[src/hdl/rrs_pkg.sv]
package rrs_pkg;

    // request codes
    localparam logic [2:0] REQ_TICK     = 3'd0;
    localparam logic [2:0] REQ_MANUAL   = 3'd1;
    localparam logic [2:0] REQ_TOGGLE   = 3'd2;
    localparam logic [2:0] REQ_NOOP     = 3'd3;
    localparam logic [2:0] REQ_RST_CNT  = 3'd4;

    // reject reasons
    localparam logic [1:0] REJ_NONE     = 2'd0;
    localparam logic [1:0] REJ_NO_SITE  = 2'd1;
    localparam logic [1:0] REJ_BUSY     = 2'd2;

    // configuration register indexes
    localparam int unsigned CFG_IDX_W = 3;
    localparam logic [CFG_IDX_W-1:0] CFG_HANDSHAKE = 3'd0;
    localparam logic [CFG_IDX_W-1:0] CFG_MATE      = 3'd1;
    localparam logic [CFG_IDX_W-1:0] CFG_TIMEOUT   = 3'd2;
    localparam logic [CFG_IDX_W-1:0] CFG_PROP_FULL = 3'd3;
    localparam logic [CFG_IDX_W-1:0] CFG_BATT_FULL = 3'd4;

    localparam int unsigned CFG_DATA_W = 16;

    // configuration reset values
    localparam logic [7:0]  RST_HANDSHAKE = 8'd3;
    localparam logic [7:0]  RST_MATE      = 8'd5;
    localparam logic [7:0]  RST_TIMEOUT   = 8'd120;
    localparam logic [15:0] RST_PROP_FULL = 16'd27450;
    localparam logic [9:0]  RST_BATT_FULL = 10'd950;

    typedef struct packed {
        logic [7:0]  handshake_ticks;
        logic [7:0]  mate_ticks;
        logic [7:0]  timeout_ticks;
        logic [15:0] prop_full_level;
        logic [9:0]  batt_full_level;
    } t_cfg;

    typedef struct packed {
        logic [2:0]  req_type;
        logic        phase_valid;
        logic        on_surface_or_docked;
        logic        node_has_refuel;
        logic        prop_valid;
        logic [15:0] prop_total_mass;
        logic        eps_valid;
        logic [9:0]  batt_charge;
    } t_req;

    typedef struct packed {
        logic [2:0]  reported_state;
        logic        prop_refuel_pulse;
        logic [1:0]  reject_reason;
        logic        auto_enabled;
        logic [15:0] accepted_count;
        logic [15:0] error_count;
    } t_res;

endpackage

[src/hdl/rrs_cfg_regs.sv]
module rrs_cfg_regs
    import rrs_pkg::*;
(
    input  logic                  i_clk,
    input  logic                  i_rst_n,
    input  logic                  i_wr_en,
    input  logic [CFG_IDX_W-1:0]  i_index,
    input  logic [CFG_DATA_W-1:0] i_data,
    output t_cfg                  o_cfg
);

    t_cfg r_cfg;

    always_ff @(posedge i_clk) begin
        if (!i_rst_n) begin
            r_cfg.handshake_ticks <= RST_HANDSHAKE;
            r_cfg.mate_ticks      <= RST_MATE;
            r_cfg.timeout_ticks   <= RST_TIMEOUT;
            r_cfg.prop_full_level <= RST_PROP_FULL;
            r_cfg.batt_full_level <= RST_BATT_FULL;
        end else if (i_wr_en) begin
            unique case (i_index)
                CFG_HANDSHAKE: r_cfg.handshake_ticks <= i_data[7:0];
                CFG_MATE:      r_cfg.mate_ticks      <= i_data[7:0];
                CFG_TIMEOUT:   r_cfg.timeout_ticks   <= i_data[7:0];
                CFG_PROP_FULL: r_cfg.prop_full_level <= i_data[15:0];
                CFG_BATT_FULL: r_cfg.batt_full_level <= i_data[9:0];
                default: begin
                    // writes past the register list are dropped
                end
            endcase
        end
    end

    assign o_cfg = r_cfg;

endmodule

[src/hdl/rrs_step.sv]
module rrs_step
    import rrs_pkg::*;
(
    input  logic i_clk,
    input  logic i_rst_n,
    input  logic i_fire,
    input  t_req i_req,
    input  t_cfg i_cfg,
    output t_res o_res
);

    typedef enum logic [2:0] {
        ST_IDLE      = 3'd0,
        ST_HANDSHAKE = 3'd1,
        ST_MATE      = 3'd2,
        ST_TRANSFER  = 3'd3,
        ST_RECHARGE  = 3'd4,
        ST_COMPLETE  = 3'd5
    } t_seq_state;

    t_seq_state  r_state, n_state;
    logic [7:0]  r_timer, n_timer;
    logic        r_capable, n_capable;
    logic        r_auto, n_auto;
    logic [15:0] r_good, n_good;
    logic [15:0] r_bad, n_bad;

    logic        w_pulse;
    logic [1:0]  w_reason;
    logic [8:0]  w_inc;
    logic [8:0]  w_base;
    logic        w_prop_full;
    logic        w_batt_full;

    assign w_inc       = {1'b0, r_timer} + 9'd1;
    assign w_prop_full = i_req.prop_valid && (i_req.prop_total_mass >= i_cfg.prop_full_level);
    assign w_batt_full = i_req.eps_valid && (i_req.batt_charge >= i_cfg.batt_full_level);

    always_comb begin
        n_state   = r_state;
        n_timer   = r_timer;
        n_capable = r_capable;
        n_auto    = r_auto;
        n_good    = r_good;
        n_bad     = r_bad;
        w_pulse   = 1'b0;
        w_reason  = REJ_NONE;
        w_base    = w_inc;
        unique case (i_req.req_type)
            REQ_TICK: begin
                unique case (r_state)
                    ST_IDLE: begin
                        if (i_req.phase_valid && i_req.on_surface_or_docked) begin
                            n_capable = r_capable || i_req.node_has_refuel;
                            if (n_capable && r_auto) begin
                                n_state = ST_HANDSHAKE;
                                n_timer = 8'd0;
                            end
                        end
                    end
                    ST_HANDSHAKE: begin
                        n_timer = w_inc[7:0];
                        if (w_inc >= {1'b0, i_cfg.handshake_ticks}) begin
                            n_state = ST_MATE;
                            n_timer = 8'd0;
                        end
                    end
                    ST_MATE: begin
                        n_timer = w_inc[7:0];
                        if (w_inc >= {1'b0, i_cfg.mate_ticks}) begin
                            n_state = ST_TRANSFER;
                            n_timer = 8'd0;
                            w_pulse = 1'b1;
                        end
                    end
                    ST_TRANSFER: begin
                        // level reached restarts the timer before the timeout check
                        if (w_prop_full) begin
                            n_state = ST_RECHARGE;
                            w_base  = 9'd1;
                        end
                        n_timer = w_base[7:0];
                        if (w_base > {1'b0, i_cfg.timeout_ticks}) begin
                            n_state = ST_IDLE;
                        end
                    end
                    ST_RECHARGE: begin
                        if (w_batt_full) begin
                            n_state = ST_COMPLETE;
                            w_base  = 9'd1;
                        end
                        n_timer = w_base[7:0];
                        if (w_base > {1'b0, i_cfg.timeout_ticks}) begin
                            n_state = ST_COMPLETE;
                            n_timer = 8'd0;
                        end
                    end
                    ST_COMPLETE: begin
                        if (i_req.phase_valid && !i_req.on_surface_or_docked) begin
                            n_state   = ST_IDLE;
                            n_capable = 1'b0;
                        end
                    end
                    default: begin
                        n_state = ST_IDLE;
                    end
                endcase
            end
            REQ_MANUAL: begin
                if (r_state == ST_IDLE && r_capable) begin
                    n_state = ST_HANDSHAKE;
                    n_timer = 8'd0;
                    n_good  = r_good + 16'd1;
                end else begin
                    n_bad    = r_bad + 16'd1;
                    w_reason = r_capable ? REJ_BUSY : REJ_NO_SITE;
                end
            end
            REQ_TOGGLE: begin
                n_auto = !r_auto;
                n_good = r_good + 16'd1;
            end
            REQ_NOOP: begin
                n_good = r_good + 16'd1;
            end
            REQ_RST_CNT: begin
                n_good = 16'd0;
                n_bad  = 16'd0;
            end
            default: begin
                n_bad = r_bad + 16'd1;
            end
        endcase
    end

    always_ff @(posedge i_clk) begin
        if (!i_rst_n) begin
            r_state   <= ST_IDLE;
            r_timer   <= 8'd0;
            r_capable <= 1'b0;
            r_auto    <= 1'b1;
            r_good    <= 16'd0;
            r_bad     <= 16'd0;
        end else if (i_fire) begin
            r_state   <= n_state;
            r_timer   <= n_timer;
            r_capable <= n_capable;
            r_auto    <= n_auto;
            r_good    <= n_good;
            r_bad     <= n_bad;
        end
    end

    assign o_res.reported_state    = r_state;
    assign o_res.prop_refuel_pulse = w_pulse;
    assign o_res.reject_reason     = w_reason;
    assign o_res.auto_enabled      = n_auto;
    assign o_res.accepted_count    = n_good;
    assign o_res.error_count       = n_bad;

    a_pulse_enters_transfer: assert property (@(posedge i_clk) disable iff (!i_rst_n)
        i_fire && w_pulse |=> r_state == ST_TRANSFER && r_timer == 8'd0)
        else $error("refuel pulse without entry to transfer");

    a_reason_only_manual: assert property (@(posedge i_clk) disable iff (!i_rst_n)
        i_fire && w_reason != REJ_NONE |->
            i_req.req_type == REQ_MANUAL && (r_state != ST_IDLE || !r_capable))
        else $error("reject reason on an item that is not a rejected start");

    a_counter_clear: assert property (@(posedge i_clk) disable iff (!i_rst_n)
        i_fire && i_req.req_type == REQ_RST_CNT |=> r_good == 16'd0 && r_bad == 16'd0)
        else $error("counters not cleared");

    a_leave_complete: assert property (@(posedge i_clk) disable iff (!i_rst_n)
        i_fire && r_state == ST_COMPLETE && n_state == ST_IDLE |=> !r_capable)
        else $error("site flag kept after departure");

endmodule

[src/hdl/refuel_recharge_sequencer_top.sv]
// refuel and recharge sequencer
//
// input channel: one beat per tick or command (i_req_type and telemetry
//   fields), i_in_valid with o_in_stall; a beat is taken when valid is high
//   and stall is low
// output channel: one result beat per input beat, in order, o_out_valid with
//   i_out_stall from the receiver
// config channel: i_cfg_valid / o_cfg_ready, index 0..4 selects a timing or
//   level register, other indexes are ignored; o_cfg_ready is always high
// path: an input beat passes through the input register, then the step
//   logic feeding the result register
// throughput: one beat per cycle if not stalled; the sequencer state updates
//   in the single step stage, so each beat sees the state its predecessor left
// stall: a held result keeps the output register; the input register then
//   fills and o_in_stall rises until the receiver takes the result
// reset: synchronous active-low i_rst_n empties both registers, returns the
//   sequencer to idle with auto-start on, clears counters and loads the
//   default timing and level registers
module refuel_recharge_sequencer_top
    import rrs_pkg::*;
(
    input  logic                  i_clk,
    input  logic                  i_rst_n,
    // config write channel
    input  logic                  i_cfg_valid,
    output logic                  o_cfg_ready,
    input  logic [CFG_IDX_W-1:0]  i_cfg_index,
    input  logic [CFG_DATA_W-1:0] i_cfg_data,
    // input beat
    input  logic                  i_in_valid,
    output logic                  o_in_stall,
    input  logic [2:0]            i_req_type,
    input  logic                  i_phase_valid,
    input  logic                  i_on_surface_or_docked,
    input  logic                  i_node_has_refuel,
    input  logic                  i_prop_valid,
    input  logic [15:0]           i_prop_total_mass,
    input  logic                  i_eps_valid,
    input  logic [9:0]            i_batt_charge,
    // result beat
    output logic                  o_out_valid,
    input  logic                  i_out_stall,
    output logic [2:0]            o_reported_state,
    output logic                  o_prop_refuel_pulse,
    output logic [1:0]            o_reject_reason,
    output logic                  o_auto_enabled,
    output logic [15:0]           o_accepted_count,
    output logic [15:0]           o_error_count
);

    t_cfg w_cfg;
    t_req r_in;
    t_res w_res;
    t_res r_out;
    logic r_in_valid;
    logic r_out_valid;
    logic w_adv;        // input register moves through the step into the result register

    // config writes are always taken at once
    assign o_cfg_ready = 1'b1;

    rrs_cfg_regs u_cfg (
        .i_clk   (i_clk),
        .i_rst_n (i_rst_n),
        .i_wr_en (i_cfg_valid && o_cfg_ready),
        .i_index (i_cfg_index),
        .i_data  (i_cfg_data),
        .o_cfg   (w_cfg)
    );

    // advance when the result register is empty or is being drained
    assign w_adv      = r_in_valid && (!r_out_valid || !i_out_stall);
    assign o_in_stall = r_in_valid && !w_adv;

    // input register control
    always_ff @(posedge i_clk) begin
        if (!i_rst_n) begin
            r_in_valid <= 1'b0;
        end else if (!o_in_stall) begin
            r_in_valid <= i_in_valid;
        end
    end

    // input payload, no reset needed
    always_ff @(posedge i_clk) begin
        if (!o_in_stall && i_in_valid) begin
            r_in.req_type             <= i_req_type;
            r_in.phase_valid          <= i_phase_valid;
            r_in.on_surface_or_docked <= i_on_surface_or_docked;
            r_in.node_has_refuel      <= i_node_has_refuel;
            r_in.prop_valid           <= i_prop_valid;
            r_in.prop_total_mass      <= i_prop_total_mass;
            r_in.eps_valid            <= i_eps_valid;
            r_in.batt_charge          <= i_batt_charge;
        end
    end

    // sequencer state and the step logic, committed only on advance
    rrs_step u_step (
        .i_clk   (i_clk),
        .i_rst_n (i_rst_n),
        .i_fire  (w_adv),
        .i_req   (r_in),
        .i_cfg   (w_cfg),
        .o_res   (w_res)
    );

    // result register control
    always_ff @(posedge i_clk) begin
        if (!i_rst_n) begin
            r_out_valid <= 1'b0;
        end else if (w_adv) begin
            r_out_valid <= 1'b1;
        end else if (!i_out_stall) begin
            r_out_valid <= 1'b0;
        end
    end

    // result payload
    always_ff @(posedge i_clk) begin
        if (w_adv) begin
            r_out <= w_res;
        end
    end

    assign o_out_valid         = r_out_valid;
    assign o_reported_state    = r_out.reported_state;
    assign o_prop_refuel_pulse = r_out.prop_refuel_pulse;
    assign o_reject_reason     = r_out.reject_reason;
    assign o_auto_enabled      = r_out.auto_enabled;
    assign o_accepted_count    = r_out.accepted_count;
    assign o_error_count       = r_out.error_count;

endmodule
[config.mk]
export PLATFORM = sky130hd
export DESIGN_NAME = refuel_recharge_sequencer_top
export DESIGN_NICKNAME = d
export VERILOG_FILES = /design/src/hdl/rrs_pkg.sv /design/src/hdl/rrs_cfg_regs.sv /design/src/hdl/rrs_step.sv /design/src/hdl/refuel_recharge_sequencer_top.sv
export SDC_FILE = /design/constraint.sdc
export NUM_CORES = 1
export LEC_CHECK = 0
export CAP_MARGIN = 20
export CORE_ASPECT_RATIO = 0.7
export CORE_UTILIZATION = 45
export DETAILED_ROUTE_END_ITERATION = 7
export DONT_BUFFER_PORTS = 1
export PLACE_DENSITY = 0.61
export SYNTH_ARGS = -nofsm -noshare
export SYNTH_HDL_FRONTEND = slang
export SYNTH_SLANG_ARGS = --single-unit
[constraint.sdc]
create_clock -name i_clk -period 4 [get_ports i_clk]
set_input_delay 1 -clock i_clk [delete_from_list [all_inputs] [get_ports i_clk]]
set_output_delay 1 -clock i_clk [all_outputs]
set_load 0.1 [all_outputs]
# == Word-level counts from Yosys, hierarchy flattened ==
# Index checks and enable logic that the tools add are counted.
# word_totals
reg_bits,170
in_bits,58
out_inout_bits,42
# op_classes
n_addsub,3
order_cmp,6
eq_ne,25
n_mux,38
bitwise_logic,1
reduce_logical,34
# op_table
cell,n
$pmux W16 S3,2
$mux W9,6
$mux W8,6
$pmux W8 S5,1
$add A16 B1 Y16 const B,2
$mux W16,2
$mux W3,10
$eq A3 B2 Y1 const B,6
$ge A9 B8 Y1,2
$gt A9 B8 Y1,2
$pmux W3 S6,1
$ge A16 B16 Y1,1
$pmux W8 S2,1
$ne A3 B2 Y1 const B,5
$eq A3 B3 Y1 const B,4
$reduce_and A2 Y1,6
$ge A10 B10 Y1,1
$reduce_and A10 Y1,1
$add A8 B1 Y9 const B,1
$eq A3 B1 Y1 const B,3
$logic_and A1 B1 Y1,9
$logic_not A3 Y1,3
$ne A2 B1 Y1 const B,4
$ne A4 B2 Y1 const B,2
other kinds (13),26

# == Longest topological paths before layout ==
# depth
word_depth,9
depth_mapped,17

# == By module ==
# From an unflattened synthesis, not the netlist that was laid out.
# hier_totals
cells_unflattened,896
area_unflattened_um2,8794.7
# modules_own_cells
module,instances,cells_per_inst,area_per_inst_um2,seq_area_each_um2
rrs_step,1,620,4520.6,900.9
refuel_recharge_sequencer_top,1,83,2287.2,2232.1
rrs_cfg_regs,1,193,1986.9,1001.0

# == Worst setup path before layout ==
# No wires, ideal clock.
# synth_path
path_type,input port to flip-flop
from,input port i_out_stall
to,register r_in[0] (netlist name) (enable)
setup_time_ns,0.429
t_arrival_ns,3.222
required_time_ns,3.571
slack_ns,0.349
cell_stages,2
path_cell_list,and3_1 > nor2b_1
# synth_between
elab_chain_cells,7
# synth_rtl
element,line,source
start: declaration,refuel_recharge_sequencer_top.sv:42,"input logic i_out_stall,"
$logic_not A1 Y1,-,
$logic_or A1 B1 Y1,refuel_recharge_sequencer_top.sv:72,assign w_adv = r_in_valid && (!r_out_valid || !i_out_stall);
$logic_and A1 B1 Y1,refuel_recharge_sequencer_top.sv:72,
$logic_not A1 Y1,refuel_recharge_sequencer_top.sv:73,assign o_in_stall = r_in_valid && !w_adv;
$logic_and A1 B1 Y1,refuel_recharge_sequencer_top.sv:73,
$logic_not A1 Y1,refuel_recharge_sequencer_top.sv:86,if (!o_in_stall && i_in_valid) begin
$logic_and A1 B1 Y1,refuel_recharge_sequencer_top.sv:86,
end: declaration,refuel_recharge_sequencer_top.sv:52,t_req r_in;
# Every way passes these cells.
# A chain may end at the register's enable or synchronous reset.

# == Final worst setup path ==
# layout_path
from,register r_in[11] (netlist name)
to,register u_step.r_state[0]
# layout_between
elab_chain_cells,9
# layout_rtl
element,line,source
$ge A16 B16 Y1 *,rrs_step.sv:36,assign w_prop_full = i_req.prop_valid && (i_req.prop_total_mass >= i_cfg.prop_full_level);
$logic_and A1 B1 Y1 *,rrs_step.sv:36,
$mux W9,rrs_step.sv:78,if (w_prop_full) begin
$mux W9,rrs_step.sv:51,unique case (r_state)
$mux W9,rrs_step.sv:49,unique case (i_req.req_type)
$gt A9 B8 Y1,rrs_step.sv:83,"if (w_base > {1'b0, i_cfg.timeout_ticks}) begin"
$mux W3,rrs_step.sv:83,
$pmux W3 S6,rrs_step.sv:51,
$pmux W3 S2,rrs_step.sv:49,
end signal: assignment,rrs_step.sv:145,r_state <= n_state;
end: declaration,rrs_step.sv:21,"t_seq_state r_state, n_state;"
# Every way passes the cells marked *; elsewhere a longest branch is shown, timed or not. The select of a mux whose other input is x is not followed.

==> metrics <==
status=finished, final reports clean; FFs w/ async S/R, synth=0%; pin count of the biggest net entering global routing=40; Multi-input gate area=0.00408 mm²; Post-synth EDFFs=73; Mapped Area=around 0.0086 mm²; Gate Count Post-Synth=approximately 930; Slowest cell on crit path=o41a_4; Reg clk slew, reported paths=0.07 ns; top cell type by total area after synthesis=edfxtp_1; CTS tree=yes; Final Cycle Share=around 90%; gp weighted congestion=0.805; Clock Tree Root=clkbuf_16; Total Wirelength=between 15000 and 20000 µm; most common cell in the netlist=nand2_1; DP Cell Count=about 1100; Hold Path Class=reg -> reg; antenna cells=0; Leak=~3.7 nW; CTS Buffer Depth=2; max frequency=between 200 and 300 MHz; Primary FF master, synth=dfxtp_1; Clock Latency Late Sink=0.44 ns; synth warn=0; initial antenna violation count=1; Fillers=between 1500 and 2000; post-layout min period=3.58 ns; Die X=around 170 µm; overall die height=about 120 µm; Synth Register Bits=170; pwr/cell area=between 400 and 500 mW/mm²; drt wl/cell=about 17 µm; Die ar.=just under 0.02 mm²; most frequent CP cell=ha_1; register area share after synthesis=between 40% and 50%; average size of a mapped cell=roughly 9.3 µm²; share of layout cells above drive strength 1=under 10%; residual DRC count=0; via count=between 6000 and 7000; Worst Setup SP=r_in[11]; Slew Limit Fails=0; Non-Filler Instances=approximately 1200; top cell type's share of synthesized area=around a quarter; dpl hpwl=between 10000 and 15000 µm; Initial Util=46.9%; Post-CTS Setup Bufs=0; Final TNS setup=0 ns; Worst Path Arrival=between 3 and 4 ns; library cells used by synthesis=78; Critical Path RT=~4.3 ns; initial drt markers=roughly 530; router iterations before antenna repair=5; I/O Buffers=0; number of I/O pins=100; Commonest cells post-synth=nand2_1, dfxtp_1, nor2_1; crit-path cells=inv_1 -> ha_1 -> nand2b_4 -> a2111oi_4 -> nor4_2 -> o41a_4 -> nor2_1 -> ha_1 -> and3_1 -> nand4_1 -> o221ai_1 -> o21ai_0 -> o22ai_2 -> a21oi_2 -> o21bai_2 -> a221oi_2; vias per cell=5.48; Worst Setup EP=u_step.r_state[0]; Post-DP Area=0.00879 mm²; setup violators final=0; GRT Util Overall=between 20% and 30%; Worst VDD drop=318 µV; fin area=about 0.0094 mm²; R2R cell count=16; grt total ovfl=0; first-pass GRT wire length=about 31000 µm; worst setup path class=reg -> reg; Synthesized Nets=1052; final number of hold-violating endpoints=0; FF+latch area=approximately 0.0041 mm²; TritonCTS buffer count=17; RSZ-0062 raised after global routing=false; FF-to-FF End=u_step.r_state[0]; CTS resizes=0; number of hold buffers added after cts=0; r2r startpoint=r_in[11]; crit end category=flop; nets=around 1000; Sink Count=170; Slew headroom=27.2%; vias in the first global route=about 6000; R2R Setup Slk=between 0.4 and 0.5 ns; Worst Skew=0.0154 ns; core area=between 0.015 and 0.02 mm²; synth top area cells=edfxtp_1, dfxtp_1, ha_1, nand2_1, a21oi_1; crit-path max FO=12; Area growth syn-to-layout=8.89%; Slew @ Worst Pin=1.09 ns; Detail Route Antenna Nets=0; row cnt=between 40 and 50; Worst setup SP type=flop; htree depth=4; Max stage delay on crit path=approximately 0.54 ns; MaxCap Viol Count=0
## critical path: cells and delay by family (launching register included)
kind / cells / cell delay (ns)
AOI/OAI and AO/OA: 8 / 1.94
and+or+nand+nor: 5 / 0.66
adders and majority gates: 2 / 0.48
DFF: 1 / 0.36
buffers and inverters: 1 / 0.06
## worst min-delay path by stage
stage | depth (start not counted) | from | endpoint
2_1_floorplan | 0 | u_step.r_state[1] | o_reported_state[1]
3_3_place_gp | 2 | u_cfg.o_cfg[12] | u_cfg.o_cfg[12]
3_5_place_dp | 2 | u_cfg.o_cfg[45] | u_cfg.o_cfg[45]
4_1_cts | 2 | u_cfg.o_cfg[45] | u_cfg.o_cfg[45]
5_1_grt | 2 | u_cfg.o_cfg[45] | u_cfg.o_cfg[45]
6_report | 2 | u_cfg.o_cfg[45] | u_cfg.o_cfg[45]
## area by class of cell
class / count / area share [%]
flip-flops and latches: 170 / 44.0
multi-input cells: 661 / 43.4
clock buffers: 18 / 4.57
well taps: 236 / 3.14
inverters: 59 / 2.36
clock inverters: 14 / 1.90
repair buffers: 8 / 0.639
## layer usage
| layer | vias up | wire length (µm) | track usage [%] |
|---|---|---|---|
| li1 | 3253 | - | - |
| met1 | 2982 | 10400 | 30.3 |
| met2 | 136 | 7830 | 28.6 |
| met3 | 16 | 879 | 4.94 |
| met4 | 2 | 206 | 5.16 |
| met5 | - | 11 | 0 |
## stage by stage
stage	setup slack (ns)	total power, mW	hold WS (ns)	util [%]
6_report	0.418	3.98	0.461	51.0
5_1_grt	0.0447	4.12	0.474	51.0
4_1_cts	0.400	4.02	0.459	51.0
3_5_place_dp	0.426	2.31	0.449	47.7
3_3_place_gp	0.493	2.31	0.443	47.7
2_1_floorplan	0.349	2.26	0.423	-
## flip-flops by register name, indices dropped and copies added (netlist names)
name and count:
u_cfg.o_cfg 50, r_in 34, o_accepted_count 16, o_error_count 16
u_step.r_bad 16, u_step.r_good 16, u_step.r_timer 8, o_reported_state 3
u_step.r_state 3, o_reject_reason 2, o_auto_enabled 1, o_out_valid 1
o_prop_refuel_pulse 1, r_in_valid 1, u_step.r_auto 1, u_step.r_capable 1
## cells by family after synthesis
logic type,after synthesis,synth area share [%]
AOI/OAI and AO/OA,218,16.6
xor gates and xnor gates,10,1.01
adders and majority gates,61,8.84
buffers and inverters,102,4.93
DFF,170,47.9
muxes,1,0.116
other,1,0.0434
and+or+nand+nor,370,20.6
## placed cells by master (no fill, tap or decap), drive strengths merged, types with 6 or more instances in the layout
master / Yosys / routed
a211oi: 7 / 7
a21o: 12 / 12
a21oi: 73 / 73
and2: 12 / 12
and3: 16 / 16
buf: 15 / 8
clkbuf: 28 / 18
dfxtp: 97 / 97
edfxtp: 73 / 73
ha: 61 / 61
inv: 58 / 65
nand2: 153 / 153
nand2b: 15 / 15
nand3: 33 / 33
nand4: 14 / 14
nor2: 84 / 84
nor3: 16 / 16
o211ai: 22 / 22
o21ai: 58 / 58
o31ai: 9 / 9
or2: 6 / 6
xor2: 8 / 8
## where the power goes
| group | switching (mW) | internal [mW] | total (mW) |
|---|---|---|---|
| clock | 0.761 | 0.948 | 1.71 |
| combinational | 0.151 | 0.0720 | 0.223 |
| sequential | 0.170 | 1.88 | 2.05 |
| total | 1.08 | 2.90 | 3.98 |
Note: power is estimated with default switching activity, not from simulation.
